==> src/design/stg_pkg.sv <==
`timescale 1ns / 1ps

package stg_pkg;

   // Request kinds
   localparam logic [1:0] KIND_NOTE   = 2'd0;
   localparam logic [1:0] KIND_PWM    = 2'd1;
   localparam logic [1:0] KIND_CSTICK = 2'd2;

   // Field widths
   localparam int KIND_W   = 2;
   localparam int FREQ_W   = 15;
   localparam int DUR_W    = 8;
   localparam int VAL_W    = 16;
   localparam int ELAPSE_W = 9;
   localparam int ROM_W    = 10;
   localparam int ROM_AW   = 5;
   localparam int ROM_SIZE = 32;
   localparam int HZ_W     = 12;
   localparam int DEN_W    = 16;

   localparam logic [ELAPSE_W-1:0] MAX_ELAPSED = 9'd511;
   localparam logic [VAL_W-1:0]    MAX16       = 16'hFFFF;

   // freq / 10 as multiply by reciprocal, exact for all 15-bit inputs
   localparam int DIV10_MUL_W = 16;
   localparam int DIV10_PROD_W = FREQ_W + DIV10_MUL_W;
   localparam logic [DIV10_MUL_W-1:0] DIV10_MUL = 16'd52429;
   localparam int DIV10_SHIFT = 19;

   // Defaults for the top-level parameters
   localparam int DEF_TABLE_POINTS    = 32;
   localparam int DEF_AMPLITUDE_RANGE = 1000;
   localparam int DEF_CLOCK_HZ        = 16000000;

   function automatic logic [ROM_W-1:0] sine_value(input logic [ROM_AW-1:0] addr);
      logic [ROM_W-1:0] val;
      case (addr)
         5'd0:  val = 10'd500;
         5'd1:  val = 10'd598;
         5'd2:  val = 10'd691;
         5'd3:  val = 10'd778;
         5'd4:  val = 10'd854;
         5'd5:  val = 10'd916;
         5'd6:  val = 10'd962;
         5'd7:  val = 10'd990;
         5'd8:  val = 10'd999;
         5'd9:  val = 10'd990;
         5'd10: val = 10'd962;
         5'd11: val = 10'd916;
         5'd12: val = 10'd854;
         5'd13: val = 10'd778;
         5'd14: val = 10'd691;
         5'd15: val = 10'd598;
         5'd16: val = 10'd500;
         5'd17: val = 10'd402;
         5'd18: val = 10'd309;
         5'd19: val = 10'd222;
         5'd20: val = 10'd146;
         5'd21: val = 10'd84;
         5'd22: val = 10'd38;
         5'd23: val = 10'd10;
         5'd24: val = 10'd1;
         5'd25: val = 10'd10;
         5'd26: val = 10'd38;
         5'd27: val = 10'd84;
         5'd28: val = 10'd146;
         5'd29: val = 10'd222;
         5'd30: val = 10'd309;
         default: val = 10'd402;
      endcase
      return val;
   endfunction

endpackage

==> src/design/sine_pwm_tone_generator.sv <==
`timescale 1ns / 1ps

// Sine-table PWM tone generator.
// Request channel (req_): one request per accepted beat. req_tuser carries the
// kind: note command, PWM period tick or centisecond tick. A note carries the
// frequency in decihertz and the length in centiseconds in req_tdata.
// Response channel (rsp_): exactly one response per request, reporting the
// period, duty compare value, output enable and the zero-frequency error flag.
// A centisecond tick, an unused kind or a note whose integer frequency is
// zero answers in the cycle after acceptance. A note with a valid frequency
// and a PWM tick go through the shared restoring divider, one quotient bit
// per cycle, and answer once the divide state has produced all DIV_W bits
// and the done state has loaded the response register; DIV_W follows from
// the wider of the clock-rate numerator and the sine-times-period product.
// Only one request is handled at a time; req_tready is high only while the
// sequencer is idle and the response register is free or being emptied.
// Kinds that skip the divider can follow every cycle while rsp_tready stays
// high; a divider request holds off the next one until the sequencer idles.
// Reset: period and duty clear, the wave index and elapsed time clear, the
// output is enabled; no response is pending.
// A stalled receiver holds the response in its register and stops intake.
module sine_pwm_tone_generator #(
   parameter int TABLE_POINTS    = stg_pkg::DEF_TABLE_POINTS,
   parameter int AMPLITUDE_RANGE = stg_pkg::DEF_AMPLITUDE_RANGE,
   parameter int CLOCK_HZ        = stg_pkg::DEF_CLOCK_HZ
) (
   input  logic        clock,
   input  logic        reset,
   input  logic        req_tvalid,
   output logic        req_tready,
   input  logic [23:0] req_tdata,   // [14:0] freq_decihz, [22:15] duration_cs, [23] zero
   input  logic [1:0]  req_tuser,   // [1:0] kind
   output logic        rsp_tvalid,
   input  logic        rsp_tready,
   output logic [39:0] rsp_tdata    // [15:0] period, [31:16] duty_compare,
                                    // [32] output_on, [33] freq_error, [39:34] zero
);
   import stg_pkg::*;

   localparam int WI_W   = $clog2(TABLE_POINTS);
   localparam int NUMER  = CLOCK_HZ / TABLE_POINTS;
   localparam int NUM_W  = $clog2(NUMER + 1);
   localparam int PROD_W = ROM_W + VAL_W;
   localparam int DIV_W  = (NUM_W > PROD_W) ? NUM_W : PROD_W;
   localparam int CNT_W  = $clog2(DIV_W + 1);

   localparam logic [1:0] ST_IDLE = 2'd0;
   localparam logic [1:0] ST_DIV  = 2'd1;
   localparam logic [1:0] ST_DONE = 2'd2;

   // Request fields
   logic [FREQ_W-1:0] req_freq;
   logic [DUR_W-1:0]  req_dur;
   assign req_freq = req_tdata[FREQ_W-1:0];
   assign req_dur  = req_tdata[FREQ_W +: DUR_W];

   // Architectural state
   logic [WI_W-1:0]     wave_index_ff, wave_index_in;
   logic [VAL_W-1:0]    period_ff, period_in;
   logic [VAL_W-1:0]    duty_ff, duty_in;
   logic [ELAPSE_W-1:0] elapsed_ff, elapsed_in;
   logic [DUR_W-1:0]    note_len_ff, note_len_in;
   logic                enable_ff, enable_in;

   // Sequencer and shared divider
   logic [1:0]       state_ff, state_in;
   logic [CNT_W-1:0] cnt_ff, cnt_in;
   logic [DIV_W-1:0] quo_ff, quo_in;     // dividend shifts out, quotient shifts in
   logic [DEN_W-1:0] rem_ff, rem_in;
   logic [DEN_W-1:0] den_ff, den_in;
   logic             op_note_ff, op_note_in;

   // Response register
   logic        rsp_valid_ff, rsp_valid_in;
   logic [39:0] rsp_data_ff, rsp_data_in;

   logic                 accept;
   logic                 rsp_free;
   logic                 load_rsp;
   logic                 rsp_err;
   logic [DIV10_PROD_W-1:0] hz_prod;
   logic [HZ_W-1:0]      hz;
   logic [ROM_AW-1:0]    pos_tab [TABLE_POINTS];
   logic [ROM_W-1:0]     sine;
   logic [PROD_W-1:0]    product;
   logic [DEN_W:0]       rem_shift;
   logic                 qbit;
   logic [VAL_W-1:0]     quo_sat;

   // Wave index to ROM address, resampled when the table size is not 32
   for (genvar gi = 0; gi < TABLE_POINTS; gi++) begin : g_pos
      assign pos_tab[gi] = ROM_AW'((gi * ROM_SIZE) / TABLE_POINTS);
   end

   assign rsp_free   = !rsp_valid_ff || rsp_tready;
   assign req_tready = (state_ff == ST_IDLE) && rsp_free;
   assign accept     = req_tvalid && req_tready;

   assign hz_prod = DIV10_PROD_W'(req_freq) * DIV10_PROD_W'(DIV10_MUL);
   assign hz      = hz_prod[DIV10_SHIFT +: HZ_W];
   assign sine    = sine_value(pos_tab[wave_index_ff]);
   assign product = PROD_W'(sine) * PROD_W'(period_ff);

   // One restoring step: bring down the next dividend bit, trial subtract
   assign rem_shift = {rem_ff, quo_ff[DIV_W-1]};
   assign qbit      = rem_shift >= {1'b0, den_ff};
   assign quo_sat   = (|quo_ff[DIV_W-1:VAL_W]) ? MAX16 : quo_ff[VAL_W-1:0];

   always_comb begin
      wave_index_in = wave_index_ff;
      period_in     = period_ff;
      duty_in       = duty_ff;
      elapsed_in    = elapsed_ff;
      note_len_in   = note_len_ff;
      enable_in     = enable_ff;
      state_in      = state_ff;
      cnt_in        = cnt_ff;
      quo_in        = quo_ff;
      rem_in        = rem_ff;
      den_in        = den_ff;
      op_note_in    = op_note_ff;
      load_rsp      = 1'b0;
      rsp_err       = 1'b0;

      unique case (state_ff)
         ST_IDLE: begin
            if (accept) begin
               case (req_tuser)
                  KIND_NOTE: begin
                     note_len_in = req_dur;
                     elapsed_in  = '0;
                     enable_in   = 1'b1;
                     if (hz == '0) begin
                        // keep the old period, flag the error
                        rsp_err  = 1'b1;
                        load_rsp = 1'b1;
                     end else begin
                        quo_in     = DIV_W'(NUMER);
                        rem_in     = '0;
                        den_in     = DEN_W'(hz);
                        cnt_in     = CNT_W'(DIV_W);
                        op_note_in = 1'b1;
                        state_in   = ST_DIV;
                     end
                  end
                  KIND_PWM: begin
                     quo_in     = DIV_W'(product);
                     rem_in     = '0;
                     den_in     = DEN_W'(AMPLITUDE_RANGE);
                     cnt_in     = CNT_W'(DIV_W);
                     op_note_in = 1'b0;
                     state_in   = ST_DIV;
                     wave_index_in = (wave_index_ff == WI_W'(TABLE_POINTS - 1)) ?
                                     '0 : wave_index_ff + 1'b1;
                  end
                  KIND_CSTICK: begin
                     if (elapsed_ff > ELAPSE_W'(note_len_ff)) begin
                        enable_in = 1'b0;
                     end else if (elapsed_ff < MAX_ELAPSED) begin
                        elapsed_in = elapsed_ff + 1'b1;
                     end
                     load_rsp = 1'b1;
                  end
                  default: begin
                     load_rsp = 1'b1;
                  end
               endcase
            end
         end
         ST_DIV: begin
            quo_in = {quo_ff[DIV_W-2:0], qbit};
            rem_in = qbit ? DEN_W'(rem_shift - {1'b0, den_ff}) : rem_shift[DEN_W-1:0];
            cnt_in = cnt_ff - 1'b1;
            if (cnt_ff == CNT_W'(1)) begin
               state_in = ST_DONE;
            end
         end
         ST_DONE: begin
            // hold the quotient until the response register can take it
            if (rsp_free) begin
               if (op_note_ff) begin
                  period_in = quo_sat;
               end else begin
                  duty_in = quo_sat;
               end
               load_rsp = 1'b1;
               state_in = ST_IDLE;
            end
         end
         default: begin
            state_in = ST_IDLE;
         end
      endcase
   end

   always_comb begin
      rsp_valid_in = rsp_valid_ff;
      rsp_data_in  = rsp_data_ff;
      if (load_rsp) begin
         rsp_valid_in = 1'b1;
         rsp_data_in  = {6'b0, rsp_err, enable_in, duty_in, period_in};
      end else if (rsp_tready) begin
         rsp_valid_in = 1'b0;
      end
   end

   always_ff @(posedge clock) begin
      if (reset) begin
         state_ff      <= ST_IDLE;
         rsp_valid_ff  <= 1'b0;
         wave_index_ff <= '0;
         period_ff     <= '0;
         duty_ff       <= '0;
         elapsed_ff    <= '0;
         note_len_ff   <= '0;
         enable_ff     <= 1'b1;
         cnt_ff        <= '0;
         op_note_ff    <= 1'b0;
      end else begin
         state_ff      <= state_in;
         rsp_valid_ff  <= rsp_valid_in;
         wave_index_ff <= wave_index_in;
         period_ff     <= period_in;
         duty_ff       <= duty_in;
         elapsed_ff    <= elapsed_in;
         note_len_ff   <= note_len_in;
         enable_ff     <= enable_in;
         cnt_ff        <= cnt_in;
         op_note_ff    <= op_note_in;
      end
   end

   // Datapath registers, no reset needed
   always_ff @(posedge clock) begin
      quo_ff      <= quo_in;
      rem_ff      <= rem_in;
      den_ff      <= den_in;
      rsp_data_ff <= rsp_data_in;
   end

   assign rsp_tvalid = rsp_valid_ff;
   assign rsp_tdata  = rsp_data_ff;

endmodule
==> config.mk <==
export PLATFORM = sky130hd
export DESIGN_NAME = sine_pwm_tone_generator
export DESIGN_NICKNAME = d
export VERILOG_FILES = /design/src/design/stg_pkg.sv /design/src/design/sine_pwm_tone_generator.sv
export SDC_FILE = /design/constraint.sdc
export NUM_CORES = 1
export LEC_CHECK = 0
export ABC_AREA = 1
export BUFFER_PORTS_ARGS = -buffer_cell sky130_fd_sc_hd__buf_2
export CORE_UTILIZATION = 65
export CTS_BUF_LIST = sky130_fd_sc_hd__clkbuf_2
export DETAILED_ROUTE_END_ITERATION = 10
export GPL_TIMING_DRIVEN = 0
export PLACE_DENSITY = 0.88
export REMOVE_ABC_BUFFERS = 1
export SLEW_MARGIN = 20
export SYNTH_ARGS = -nofsm -noshare
export SYNTH_HDL_FRONTEND = slang
export SYNTH_SLANG_ARGS = --single-unit
==> constraint.sdc <==
create_clock -name clock -period 9.4 [get_ports clock]
set_input_delay 1.88 -clock clock [delete_from_list [all_inputs] [get_ports clock]]
set_output_delay 1.88 -clock clock [all_outputs]
set_load 0.01 [all_outputs]
==> results.py, run 1 <==
metrics = {
    "status": {
        "status": "finished clean",
    },
    "synthesis": {
        "synth_ff_type": "edfxtp_1",
        "synth_top_area_share_pct": 20.3,
        "synth_area_per_cell_sq_um": 8.00,
        "synthCells": 2101,
        "synth_commonest_cells": "nand2_1 (456), inv_1 (427), ha_1 (208)",
        "synth_edf_count": 88,
        "synth-seq-cells": 152,
        "synth.area.top_cells": "fa_1 (20%), edfxtp_1 (16%), ha_1 (15%)",
        "ys_async_sr_fraction_pct": 0,
        "syn_area_sq_um": 16800,
        "synth_top_area_cell": "fa_1",
        "ys_types": 53,
        "synth_most_common_cell": "nand2_1",
        "yosysWarnings": 0,
        "seq_area_frac_synth_pct": 23.4,
    },
    "worst_hold_path": {
        "hp-start": "note_len_ff[3]",
        "hold_end": "note_len_ff[3]",
        "hold_depth": 2,
        "hp-class": "flip-flop to flip-flop",
    },
    "worst_setup_path": {
        "required_ns": 9.87,
        "cp_top_family": "adder cells",
        "crit_type": "flip-flop to flip-flop",
        "max_stage_delay_ns": 0.92,
        "r2r-start": "wave_index_ff[0]",
        "rr_worst_depth": 26,
        "cp-start-kind": "flip-flop",
        "reg2reg_to": "quo_ff[13]",
        "end_kind": "flip-flop",
        "cp_max_fo": 15,
        "cp_data_arrival_time_ns": 7.94,
        "crit_path_top_delay_cell": "a21oi_1",
        "crit_buf_inv": 5,
        "reg2reg_slack_ns": 1.93,
    },
    "placed_design": {
        "detailed_place_hpwl_microns": 31900,
        "gp_congestion": 0.947,
        "io_buffers": 64,
    },
    "run": {
        "drv_cap": 0,
    },
    "clock_tree": {
        "tritoncts": "yes",
        "htreeDepth": 4,
        "cts_setup_buffers": 0,
        "clkTransAtPathRegs_ns": 0.22,
        "holdBufCountCts": 0,
        "clock_latency_ns": 0.75,
        "cts_made_buffers": 17,
        "clockBufferDepth": 2,
        "root_buffer": "clkbuf_2",
        "numClockSinks": 152,
        "cts_resized": 0,
    },
    "sta": {
        "rsz0062_at_grt": "false",
        "relSlewSlack_pct": 21.2,
        "finClkSkew_ns": 0.0752,
        "timing.final.crit_share_pct": 79.4,
        "max_freq_ghz": 0.134,
        "finalCriticalPeriod_ns": 7.47,
        "worst_pin_slew_ns": 1.18,
        "setup_tns_ns": 0,
        "finalMaxSlewViolations": 0,
        "setup_viol": 0,
        "final-hold-violation-count": 0,
    },
    "global_route": {
        "grt_pass1_wl_microns": 65500,
        "grt_overflow": 0,
        "grtUsageTotal_pct": 31.1,
        "grt_max_degree": 50,
        "antenna_found_initial": 1,
        "grt_pass1_vias": 14000,
    },
    "power": {
        "power_density_nw_per_um2": 198,
        "p_sw_share_pct": 51.1,
        "p_comb_share_pct": 65.1,
        "power_frac_seq_pct": 24.0,
        "p_sw_mw": 1.78,
        "leakage_nw": 9.25,
        "total_power_mw": 3.49,
        "power.internal_mw": 1.71,
        "clkPwrFrac_pct": 10.9,
        "vdd_drop_max_mv": 0.178,
    },
    "route": {
        "first_pass_iters": 6,
        "vias": 13900,
        "antenna_left": 0,
        "avgViaCountPerCell": 5.62,
        "wl_microns": 39200,
        "drc": 0,
        "wl_per_cell_microns": 15.8,
        "drtIter0Drc": 1040,
    },
    "die": {
        "rows": 58,
        "die_w_microns": 163,
        "die_h_microns": 163,
        "fp.dieArea_sq_um": 26500,
        "coreArea_sq_um": 25300,
        "initial_core_util_pct": 66.5,
        "io_pins": 72,
    },
    "layout": {
        "layout-drive-gt1-share_pct": 5.81,
        "final_nets": 2547,
        "syn_to_final_growth_pct": 4.73,
    },
}
flip-flops by register name, summed over array words and instances, names as in the netlist, 2 cells and up:
register / flops
cnt_ff: 5
den_ff: 12
duty_ff: 16
elapsed_ff: 9
note_len_ff: 8
period_ff: 16
quo_ff: 26
rem_ff: 16
rsp_tdata: 34
state_ff: 2
wave_index_ff: 5
worst max-delay path by stage:
stage,start,endpoint,slack (ns),cells after the start
global placement,req_tdata[9],rsp_tdata[2],0.98,23
finish,wave_index_ff[0],quo_ff[13],1.93,26
detailed placement,req_tdata[9],rsp_tdata[2],1.31,23
global route,wave_index_ff[0],quo_ff[22],1.55,25
floorplan,req_tdata[9],rsp_tdata[0],1.97,25
CTS,wave_index_ff[0],quo_ff[13],2.07,26
power groups by stage:
stage	logic, mW	clock network (mW)	registers, mW
after floorplan	1.70	0	0.843
after CTS	2.26	0.387	0.835
after global routing	2.61	0.408	0.842
after detailed placement	2.24	0	0.850
final	2.27	0.381	0.836
after global placement	2.17	0	0.849
routing by layer:
layer / vias to the layer above / part of all wire [%] / GRT usage (%) / routed length [microns]
met3: 111 / 7.4 / 5.32 / 2890
met2: 553 / 47 / 51.9 / 18600
met1: 6584 / 42 / 40.6 / 16600
li1: 6698 / - / - / -
met5: - / 0 / 0 / 0
met4: 0 / 2.9 / 11.1 / 1150
logic make-up (layout without fill, tap and decap cells):
group / after synthesis / after routing / synth area share, %
AND/OR/NAND/NOR: 751 / 751 / 18.4
buffers and inverters: 482 / 528 / 11.0
adder cells (fa/ha/maj): 378 / 378 / 35.7
AO/OA/AOI/OAI: 308 / 308 / 10.0
flip-flops: 152 / 152 / 23.4
XOR/XNOR: 29 / 29 / 1.51
other: 1 / 7 / 0.0223
layout make-up:
type	instances	area (sq um)
inverters	431	1620
flip-flops and latches	152	3920
diodes	1	2.50
clock inverters	14	153
fillers	1992	7660
clock buffers	18	90.1
well taps	330	413
multi-input cells	1472	11100
repair buffers	65	340
per-stage QoR:
stage	setup slack, ns	util (%)	std cells	area [sq um]	hold WS (ns)
2_1_floorplan	1.97	-	2055	16600	0.424
3_3_place_gp	0.981	68.6	2449	17300	0.440
6_report	1.93	69.7	2483	17600	0.479
4_1_cts	2.07	69.7	2482	17600	0.482
5_1_grt	1.55	69.7	2483	17600	0.490
3_5_place_dp	1.31	68.7	2450	17400	0.456
placed cells by master (no fill, tap or decap), drive strengths merged, types with 2 or more instances in the layout:
master and n:
clkbuf 18, o31ai 3, o21bai 7, nor3b 2, a211oi 5, fa 170
nor2 181, dfxtp 64, o22ai 3, or2 3, inv 436, a31oi 8
a21oi 145, xor2 20, nand2 461, a221o 2, a21o 6, buf 65
o221ai 3, ha 208, o21ai 113, o2111ai 2, o21a 4, and2 2
edfxtp 88, nand4 13, nor4 7, nand3 61, a22o 2, clkinv 8
conb 6, nand3b 9, a21boi 2, xnor2 9, nor3 11
worst reg2reg max path, cell delays in order, from the launching register on:
cell      delay, ns
dfxtp_1        0.55
inv_1          0.19
ha_1           0.25
a21oi_1        0.92
nand2_1        0.13
nand2_1        0.56
nand2_1        0.15
fa_1           0.53
inv_1          0.07
fa_1           0.47
ha_1           0.33
fa_1           0.54
inv_1          0.06
fa_1           0.54
inv_1          0.05
ha_1           0.35
nand3_1        0.09
nand3b_1       0.19
nand2_1        0.10
nand3_1        0.07
o21ai_0        0.17
o21ai_0        0.40
nand2_1        0.13
nand3_1        0.10
nand3_1        0.10
o21ai_0        0.15
inv_1          0.06
Note: power is estimated with default switching activity, not from simulation.
==> run 2, diff against run 1 <==
==> constraint.sdc (replaced) <==
create_clock -name clock -period 7.45 [get_ports clock]
set_input_delay 1.49 -clock clock [delete_from_list [all_inputs] [get_ports clock]]
set_output_delay 1.49 -clock clock [all_outputs]
set_load 0.01 [all_outputs]
==> results.py, run 2 (synthesis results as in run 1) <==
metrics = {
    "die": {
        "io_pins": 72,
        "coreArea_sq_um": 25300,
        "die_w_microns": 163,
        "die_h_microns": 163,
        "fp.dieArea_sq_um": 26500,
        "rows": 58,
        "initial_core_util_pct": 66.5,
    },
    "sta": {
        "rsz0062_at_grt": "false",
        "layout_setup_ws_ns": 0.452,
        "finClkSkew_ns": 0.0765,
        "fin_hold_ws_ns": 0.479,
        "relSlewSlack_pct": 26.3,
        "final-hold-violation-count": 0,
        "finalCriticalPeriod_ns": 7.00,
        "finalMaxSlewViolations": 0,
        "worst_pin_slew_ns": 1.10,
        "max_freq_ghz": 0.143,
        "setup_viol": 0,
        "timing.final.crit_share_pct": 93.9,
    },
    "worst_setup_path": {
        "required_ns": 7.92,
        "cp_max_fo": 9,
        "crit_type": "flip-flop to flip-flop",
        "cp_data_arrival_time_ns": 7.47,
        "cp_top_family": "adder cells",
        "max_stage_delay_ns": 0.55,
        "end_kind": "flip-flop",
        "cp-start-kind": "flip-flop",
        "crit_path_top_delay_cell": "fa_1",
        "crit_buf_inv": 6,
        "cp_common_cell": "inv_1",
    },
    "power": {
        "vdd_drop_max_mv": 0.225,
        "p_sw_mw": 2.25,
        "power.internal_mw": 2.16,
        "clkPwrFrac_pct": 10.9,
        "p_sw_share_pct": 51.1,
        "power_frac_seq_pct": 24.0,
        "power_density_nw_per_um2": 250,
        "p_comb_share_pct": 65.2,
        "leakage_nw": 9.25,
    },
    "route": {
        "vias": 14000,
        "wl_per_cell_microns": 15.9,
        "avgViaCountPerCell": 5.63,
        "antenna_left": 0,
        "wl_microns": 39400,
        "drtIter0Drc": 978,
        "first_pass_iters": 6,
        "drc": 0,
    },
    "global_route": {
        "grtUsageTotal_pct": 31.1,
        "antenna_found_initial": 1,
        "grt_max_degree": 50,
        "grt_overflow": 0,
        "grt_pass1_vias": 14000,
        "grt_pass1_wl_microns": 65500,
    },
    "layout": {
        "largest_reg_flops": 34,
        "layout_common_cells": "nand2_1 (455), inv_1 (422), ha_1 (208)",
        "final_common_cell": "nand2_1",
        "final_nets": 2549,
        "syn_to_final_growth_pct": 4.90,
        "layout-drive-gt1-share_pct": 6.17,
    },
    "clock_tree": {
        "holdBufCountCts": 0,
        "clkTransAtPathRegs_ns": 0.22,
        "root_buffer": "clkbuf_2",
        "tritoncts": "yes",
        "numClockSinks": 152,
        "htreeDepth": 4,
        "cts_made_buffers": 17,
        "clock_latency_ns": 0.75,
        "clockBufferDepth": 2,
    },
    "placed_design": {
        "gp_congestion": 0.947,
        "detailed_place_hpwl_microns": 31900,
        "io_buffers": 64,
        "dp_slack_ns": -0.254,
    },
    "status": {
        "status": "finished clean",
    },
    "worst_hold_path": {
        "hp-class": "flip-flop to flip-flop",
    },
    "run": {
        "drv_cap": 0,
    },
}
run 2: cell types whose count changed in the layout (fill, tap and decap cells not counted), sizes merged:
| cell | previous run | this run |
|---|---|---|
| buf | 65 | 67 |
| inv | 436 | 434 |
| clkinvlp | 0 | 2 |
run 2: path summary, 6_finish.rpt:
kind         depth (start not counted)        startpoint             end  slack (ns)
max                                 26  wave_index_ff[1]      quo_ff[22]        0.45
min                                  2    note_len_ff[3]  note_len_ff[3]        0.48
max reg2reg                         26  wave_index_ff[1]      quo_ff[22]        0.45
min reg2reg                          2    note_len_ff[3]  note_len_ff[3]        0.48
run 2: routing by layer:
layer	routed length, microns	GRT usage (%)	vias to the layer above
li1	-	-	6716
met1	16600	40.6	6578
met2	18700	51.9	570
met3	2960	5.32	118
met4	1190	11.1	0
met5	0	0	-
run 2: cell type report:
class / count / area (sq um)
Antenna cell: 1 / 2.50
Clock buffer: 18 / 90.1
Clock inverter: 14 / 153
Fill cell: 1989 / 7630
Inverter: 431 / 1630
Multi-Input combinational cell: 1472 / 11100
Sequential cell: 152 / 3930
Tap cell: 330 / 413
Timing Repair Buffer: 67 / 355
run 2: what timing repair did:
item,CTS,global route
setup endpoints to repair,0,14
setup buffers,0,2
resized for setup,0,6
run 2: per-stage QoR:
stage	power (mW)	TNS (ns)	utilization (%)	cells	instance area (sq um)
5_1_grt	4.88	0	69.8	2485	17600
2_1_floorplan	3.20	0	-	2055	16600
3_5_place_dp	3.89	-8.53	68.7	2450	17400
6_report	4.40	0	69.8	2485	17600
3_3_place_gp	3.81	-36.39	68.6	2449	17300
4_1_cts	4.39	0	69.7	2482	17600
run 2: worst register-to-register path, stage by stage, from the launching register on:
cell	delay, ns
dfxtp_1	0.50
inv_1	0.17
ha_1	0.40
a21oi_1	0.10
or3_1	0.33
nand2_1	0.39
inv_1	0.32
nand2_1	0.16
fa_1	0.46
fa_1	0.54
inv_1	0.05
fa_1	0.50
fa_1	0.55
inv_1	0.07
fa_1	0.54
inv_1	0.04
ha_1	0.34
a21oi_1	0.22
inv_1	0.08
a31oi_1	0.17
o21bai_1	0.11
a21oi_1	0.22
o21bai_1	0.13
nand3_1	0.08
nand2_1	0.06
o21ai_0	0.16
nand2_1	0.08
run 2: power groups by stage:
| stage | Clock [mW] | Sequential, mW | Combinational, mW |
|---|---|---|---|
| floorplan | 0 | 1.06 | 2.14 |
| global placement | 0 | 1.07 | 2.74 |
| detailed placement | 0 | 1.07 | 2.82 |
| CTS | 0.488 | 1.05 | 2.85 |
| global route | 0.515 | 1.06 | 3.30 |
| finish | 0.479 | 1.06 | 2.87 |
